===== src/sv/fdt_pkg.sv =====
// Shared types and constants for the truncating single-precision divider.
package fdt_pkg;
   localparam int unsigned SigWidth  = 24;
   localparam int unsigned FracWidth = 23;
   localparam int unsigned ExpWidth  = 8;
   localparam int unsigned CntWidth  = 5;
   localparam logic [ExpWidth-1:0] ExpMax = 8'hFF;
   localparam logic [9:0] Bias = 10'd127;

   typedef struct packed {
      logic load;   // capture operands and begin
      logic step;   // one quotient bit
      logic pack;   // normalise and form result
   } cmd_type;

   typedef struct packed {
      logic bypass; // special case settled at load
   } status_type;
endpackage


===== src/sv/float32_divider_truncating.sv =====
// Top level of the truncating single-precision divider.
// From the input beat: operands load, 24 divide steps run, then a pack step
// writes the output register and the result turns valid. Requests are
// accepted only in IDLE, after the last result is taken. The restoring
// divider gives one bit per cycle. Synchronous active-high reset idles it.
module float32_divider_truncating (
   input  logic        clock,
   input  logic        reset,
   input  logic        req_valid,
   output logic        req_ready,
   input  logic [31:0] req_dividend_bits,
   input  logic [31:0] req_divisor_bits,
   output logic        rsp_valid,
   input  logic        rsp_ready,
   output logic [31:0] rsp_quotient_bits
);
   import fdt_pkg::*;

   cmd_type    cmd;
   status_type status;

   fdt_control u_ctl (
      .clock, .reset, .req_valid, .req_ready, .rsp_valid, .rsp_ready,
      .cmd, .status
   );

   fdt_datapath u_dp (
      .clock, .cmd, .status,
      .dividend_bits(req_dividend_bits),
      .divisor_bits(req_divisor_bits),
      .result(rsp_quotient_bits)
   );
endmodule


===== src/sv/fdt_datapath.sv =====
// Datapath: operand unpack, restoring divider and result packing.
module fdt_datapath (
   input  logic                clock,
   input  fdt_pkg::cmd_type    cmd,
   output fdt_pkg::status_type status,
   input  logic [31:0]         dividend_bits,
   input  logic [31:0]         divisor_bits,
   output logic [31:0]         result
);
   import fdt_pkg::*;

   logic [SigWidth:0]   rem_ff, rem_in;
   logic [SigWidth-1:0] den_ff;
   logic [SigWidth-1:0] num_ff, num_in;
   logic [SigWidth-1:0] q_ff, q_in;
   logic [9:0]          er_ff;
   logic                sign_ff, bypass_ff;
   logic [31:0]         byp_res_ff, res_ff;
   logic [ExpWidth-1:0] ea, eb;
   logic                sgn, nan_inf, zero_b, zero_a;
   logic [SigWidth:0]   trial;
   logic [SigWidth-1:0] qn;
   logic [9:0]          ern;

   assign ea = dividend_bits[30:23];
   assign eb = divisor_bits[30:23];
   assign sgn = dividend_bits[31] ^ divisor_bits[31];
   assign nan_inf = (ea == ExpMax) || (eb == ExpMax);
   assign zero_b = (divisor_bits[30:0] == 31'd0);
   assign zero_a = (dividend_bits[30:0] == 31'd0);

   // Dividend is sig<<23: the top 24 bits feed in first, then 23 zeros.
   // Start remainder with the top sig bits already consumed, leaving 24 steps.
   assign trial = {rem_ff[SigWidth-1:0], num_ff[SigWidth-1]} - {1'b0, den_ff};

   always_comb begin
      rem_in = {rem_ff[SigWidth-1:0], num_ff[SigWidth-1]};
      q_in   = {q_ff[SigWidth-2:0], 1'b0};
      if (!trial[SigWidth]) begin
         rem_in = trial;
         q_in[0] = 1'b1;
      end
      num_in = {num_ff[SigWidth-2:0], 1'b0};
   end

   // Quotient lies in [2^22, 2^24): at most one left shift.
   always_comb begin
      qn  = q_ff;
      ern = er_ff;
      if (!q_ff[SigWidth-1] && !er_ff[9] && (er_ff != 10'd0)) begin
         qn  = {q_ff[SigWidth-2:0], 1'b0};
         ern = er_ff - 10'd1;
      end
   end

   always_ff @(posedge clock) begin
      if (cmd.load) begin
         // The 23 leading dividend bits lie below the divisor and give only zero
         // quotient bits, so instead of starting at remainder 0 and shifting in all
         // 24 significand bits, we preload rem with the top 23 bits.
         rem_ff    <= {2'b00, 1'b1, dividend_bits[22:1]};
         num_ff    <= {dividend_bits[0], {FracWidth{1'b0}}};
         den_ff    <= {1'b1, divisor_bits[22:0]};
         q_ff      <= '0;
         er_ff     <= {2'b00, ea} - {2'b00, eb} + Bias;
         sign_ff   <= sgn;
         bypass_ff <= nan_inf || zero_b || zero_a;
         byp_res_ff <= (nan_inf || zero_b) ? {sgn, ExpMax, {FracWidth{1'b0}}}
                                           : {sgn, 31'd0};
      end else if (cmd.step) begin
         rem_ff <= rem_in;
         num_ff <= num_in;
         q_ff   <= q_in;
      end
      if (cmd.pack) begin
         if (bypass_ff)
            res_ff <= byp_res_ff;
         else if (!ern[9] && (ern >= 10'd255))
            res_ff <= {sign_ff, ExpMax, {FracWidth{1'b0}}};
         else if (ern[9] || (ern == 10'd0))
            res_ff <= {sign_ff, 31'd0};
         else
            res_ff <= {sign_ff, ern[ExpWidth-1:0], qn[FracWidth-1:0]};
      end
   end

   assign status.bypass = bypass_ff;
   assign result = res_ff;
endmodule


===== src/sv/fdt_control.sv =====
// Controller: sequences load, 24 divide steps, pack and result handshake.
module fdt_control (
   input  logic             clock,
   input  logic             reset,
   input  logic             req_valid,
   output logic             req_ready,
   output logic             rsp_valid,
   input  logic             rsp_ready,
   output fdt_pkg::cmd_type cmd,
   input  fdt_pkg::status_type status
);
   import fdt_pkg::*;

   typedef enum logic [1:0] {IDLE, DIVIDE, PACK, DONE} state_type;
   state_type state_ff;
   logic [CntWidth-1:0] cnt_ff;
   logic                unused_bypass;

   assign unused_bypass = status.bypass;
   assign req_ready = (state_ff == IDLE);
   assign rsp_valid = (state_ff == DONE);
   assign cmd.load = req_valid && req_ready;
   assign cmd.step = (state_ff == DIVIDE);
   assign cmd.pack = (state_ff == PACK);

   always_ff @(posedge clock) begin
      if (reset) begin
         state_ff <= IDLE;
         cnt_ff   <= '0;
      end else begin
         case (state_ff)
            IDLE: begin
               cnt_ff <= '0;
               if (req_valid) state_ff <= DIVIDE;
            end
            DIVIDE: begin
               cnt_ff <= cnt_ff + 1'b1;
               if (cnt_ff == CntWidth'(SigWidth - 1)) state_ff <= PACK;
            end
            PACK: state_ff <= DONE;
            DONE: if (rsp_ready) state_ff <= IDLE;
            default: state_ff <= IDLE;
         endcase
      end
   end
endmodule


===== config.mk =====
export PLATFORM = sky130hd
export DESIGN_NAME = float32_divider_truncating
export DESIGN_NICKNAME = d
export VERILOG_FILES = /design/src/sv/fdt_pkg.sv /design/src/sv/float32_divider_truncating.sv /design/src/sv/fdt_datapath.sv /design/src/sv/fdt_control.sv
export SDC_FILE = /design/constraint.sdc
export NUM_CORES = 1
export LEC_CHECK = 0
export BUFFER_PORTS_ARGS = -buffer_cell sky130_fd_sc_hd__buf_2
export CAP_MARGIN = 20
export CORE_MARGIN = 2
export CORE_UTILIZATION = 50
export CTS_CLUSTER_DIAMETER = 60
export DETAILED_ROUTE_END_ITERATION = 12
export PLACE_DENSITY = 0.76
export SETUP_SLACK_MARGIN = 0.5
export SLEW_MARGIN = 20
export SYNTH_ARGS = -nofsm -noshare
export SYNTH_HDL_FRONTEND = slang
export SYNTH_SLANG_ARGS = --single-unit
export TNS_END_PERCENT = 30

===== constraint.sdc =====
create_clock -name clock -period 3.2 [get_ports clock]
set_input_delay 0.32 -clock clock [delete_from_list [all_inputs] [get_ports clock]]
set_output_delay 0.32 -clock clock [all_outputs]
set_load 0.03 [all_outputs]

==> results list <==
- The multi-input combinational cells in the finished layout cover a total of 0.003895 mm².
- The number of global-route vias before repair was 5940.
* Commonest cells in the netlist: edfxtp_1, nor2_1, nand2_1
- In the routed layout, each cell is associated on average with a via count of 5.686.
* Synthesized flop and latch total: 124
- Avg Cell Area, Syn: 9.513 µm²
- Largest stage delay on the critical path: 0.44 ns
- TritonCTS buffer count: 17
- During placement, the flow inserted port buffers numbering 101.
- The tree is rooted in a clkbuf_16.
- The worst setup path is captured at a flip-flop.
* Final #Nets: 1025
- Relative slew slack: 60.52%
- Compared with the post-synthesis result, the final layout area differs by 24.26%.
- Total number of vias: 6334
* Number of setup violations in the final report: 0
- Syn Inst Count: 779
- Die Height: 125.7 µm
- Net count after synthesis: 887
- After synthesis, the largest area contributor takes up 36.87% of total cell area.
- The floorplan has 44 rows.
- The synthesized netlist devotes 17.46% of its cell area to simple gates.
* Primary FF master, synth: edfxtp_1
- Traced cell by cell, the critical path runs through ha_2, fa_2, nor2b_2, o31a_1, o41ai_4, o211ai_1, buf_4, a21oi_4, or3_4, buf_12, mux2i_2, a21oi_1.
- CP Launch Type: flip-flop
* Gpl congestion: 0.9071
* Run status: finished, final reports clean
* Dominant cells by area after synthesis: edfxtp_1, dfxtp_1, ha_1, a21oi_1, mux2i_1
* Total congestion overflow: 0
* DRC violations left: 0
* Crit path buffers/inverters: 2
- In the synthesized netlist the async set-or-reset flop fraction comes to 0%.
- Summed area of non-filler cells in the final layout: 0.009209 mm²
- Least-Margin Pin Slew: 0.5867 ns
- edfxtp_1 takes more of the synthesized area than any other cell.
* Clock latency at the later pin of the worst-skew pair: 0.43 ns
- Adder-Cell Fraction of Synth Area: 6.956%
- Yosys Warn Count: 0
- Hold Fails Final Rpt: 0
- Slowest-stage cell, CP: or3_4
* RSZ-0062 raised after global routing: true
* Data arrival, critical path: 3.13 ns
* DP Wirelength: 11740 µm
* Detailed-router iteration count before antenna repair: 6
- Across all register-to-register paths, the minimum setup slack is 0.23 ns.
- The critical path is of the reg -> reg type.
* Total Die Area: 0.01581 mm²
- Hold buffer count at cts: 0
- 102 I/O pins were placed.
- Core region area: 0.01453 mm²
- Setup TNS: 0 ns
- Registers take 0.003393 mm².
* Antenna violation net count after detailed routing: 0
- 0 antenna diodes ended up in the layout.
* Post-detailed-placement cell area: 0.008152 mm²
- Global-route usage over all layers: 21.90%
- Pwr per Cell Area: 1043 mW/mm²
- The kind of cell with the highest combined delay along the critical path is compound AO/OA/AOI/OAI gates.
* Filler cell count in the final layout: 1173
- Sequential cells were found to cover 45.79% of the synthesized design area.
* Global-route wire length before repair: 27970 µm
- No sink is reached through more buffers than the 2 on the longest clock path.
* Iteration-0 DRC count of the detailed router: 476
* Share of post-route cells with drive strength above 1: 25.27%
* Mapped cell area: 0.007411 mm²
- Worst endpoint required time: 3.36 ns
- Peak supply drop: 761.5 µV
- Entering global routing, the biggest net connects 41 pins.
- Average wire per cell in the routed design: 15.67 µm
- Number of flops mapped to enable cells by yosys: 91
- By area, the combinational part of the netlist is dominated by simple AND/OR/NAND/NOR gates.
- # H-tree levels: 4
* F_max: 336.4 MHz
* Initial antenna violation count: 0
- CTS saw 124 sinks.
* Leading cell type by number of instances after synthesis: edfxtp_1
* Crit path time final: 2.973 ns
- Summing the areas of all compound-gate instances in the mapped netlist gives 16.61% of the synthesized area.
- Of the total synthesized cell area, the portion taken by XOR and XNOR cells is 3.664%.
- The design draws 0.009606 W.
* Number of distinct library cell variants in the gate-level netlist after synthesis: 69
* Max-capacitance violation count: 0
- From left edge to right edge, the die measures 125.7 µm.
- The min-delay analysis places its worst path in the category in -> reg.
- Initial standard-cell utilization of the core: 50.99%
- The final count of pins violating max slew came to 0.
* Multiplexer share of the synthesized area: 4.862%
- Leakage component of the power: 3.719 nW
- Clock-pin slew on the worst setup and hold paths: 0.06 ns
- TritonCTS clock tree: built
- Crit-path max FO: 5
- Wires add up to 17450 µm.
- Max Clock Skew: 0.008419 ns
* Portion of the clock cycle consumed by the worst path in the final layout: 92.90%
-- flip-flops by register name, indices dropped and copies added (netlist names), 2 cells and up --
register / cells
u_ctl.cnt_ff: 5
u_ctl.state_ff: 2
u_dp.den_ff: 23
u_dp.er_ff: 10
u_dp.q_ff: 24
u_dp.rem_ff: 24
u_dp.result: 32
-- where the power goes --
part / leakage, nW / switching [W] / internal, W
clock network: 0.282 / 0.000743 / 0.00109
registers: 1.13 / 0.000258 / 0.00240
logic: 2.30 / 0.00295 / 0.00217
total: 3.72 / 0.00395 / 0.00565
-- cell type report --
type	instances	share of cell area (%)
clock inverters	10	0.8152
repair buffers	149	9.946
clock buffers	22	5.272
inverters	57	2.323
flip-flops and latches	124	36.85
well taps	184	2.500
multi-input cells	568	42.30
-- worst register-to-register path, stage by stage, from the launching register on --
cell	delay [ns]
edfxtp_1	0.40
ha_2	0.21
fa_2	0.37
nor2b_2	0.13
o31a_1	0.21
o41ai_4	0.09
o211ai_1	0.22
buf_4	0.16
a21oi_4	0.06
or3_4	0.44
buf_12	0.16
mux2i_2	0.18
a21oi_1	0.09
-- cells in the final DEF, fill, tap and decap left out, types with 6 or more instances in the layout --
master | netlist | final
mux2i_1 | 36 | 34
buf_2 | 3 | 102
inv_1 | 56 | 54
a21oi_2 | 0 | 7
nand4_1 | 11 | 11
edfxtp_1 | 91 | 91
clkbuf_16 | 0 | 19
nor4_1 | 15 | 14
and3_1 | 8 | 7
nand3_1 | 14 | 11
o211ai_1 | 7 | 7
a211oi_1 | 8 | 8
a31oi_1 | 15 | 15
nand2b_1 | 9 | 8
nor3_1 | 13 | 12
xor2_1 | 10 | 10
buf_4 | 2 | 40
dfxtp_1 | 33 | 33
a21oi_1 | 75 | 67
xnor2_1 | 21 | 20
nor2b_1 | 7 | 6
nand2_1 | 79 | 78
a21o_1 | 10 | 10
nor2_1 | 88 | 85
ha_1 | 38 | 32
o21ai_0 | 32 | 27
-- through the flow --
step / utilization, % / setup slack, ns / cells / hold WS [ns]
2_1_floorplan: - / 0.3481 / 779 / 0.3891
3_3_place_gp: 56.09 / 0.2178 / 1050 / 0.4080
3_5_place_dp: 56.09 / 0.1716 / 1050 / 0.4110
4_1_cts: 61.73 / 0.2421 / 1100 / 0.07213
5_1_grt: 63.36 / 0.06187 / 1114 / 0.07330
6_report: 63.36 / 0.2272 / 1114 / 0.08253
-- metal layers --
metal	GRT usage [%]	routed length, µm	vias to the layer above
met4	7.240	342	0
met5	0	0	-
met1	28.78	7645	2992
li1	-	-	3121
met2	36.15	8528	191
met3	4.928	937	30
-- cells by family after synthesis --
family,after synthesis
flops,124
mux,36
buf+inv,87
simple gates,272
fa+ha+maj,40
compound gates,189
xor+xnor,31
-- timing repair --
| action | in CTS | in global routing |
|---|---|---|
| cloned | 2 | 2 |
| buffers inserted | 16 | 12 |
| pin swaps | 15 | 20 |
| resized for setup | 37 | 25 |
| endpoints found under the setup margin | 53 | 57 |
-- path summary, 6_finish.rpt --
kind | startpoint | end | cells after the start
max | u_dp.den_ff[0] | u_dp.rem_ff[5] | 12
min | req_divisor_bits[12] | u_dp.den_ff[12] | 1
max reg2reg | u_dp.den_ff[0] | u_dp.rem_ff[5] | 12
min reg2reg | u_dp.sign_ff | u_dp.result[31] | 0
Power figures use the tool's default switching activity.
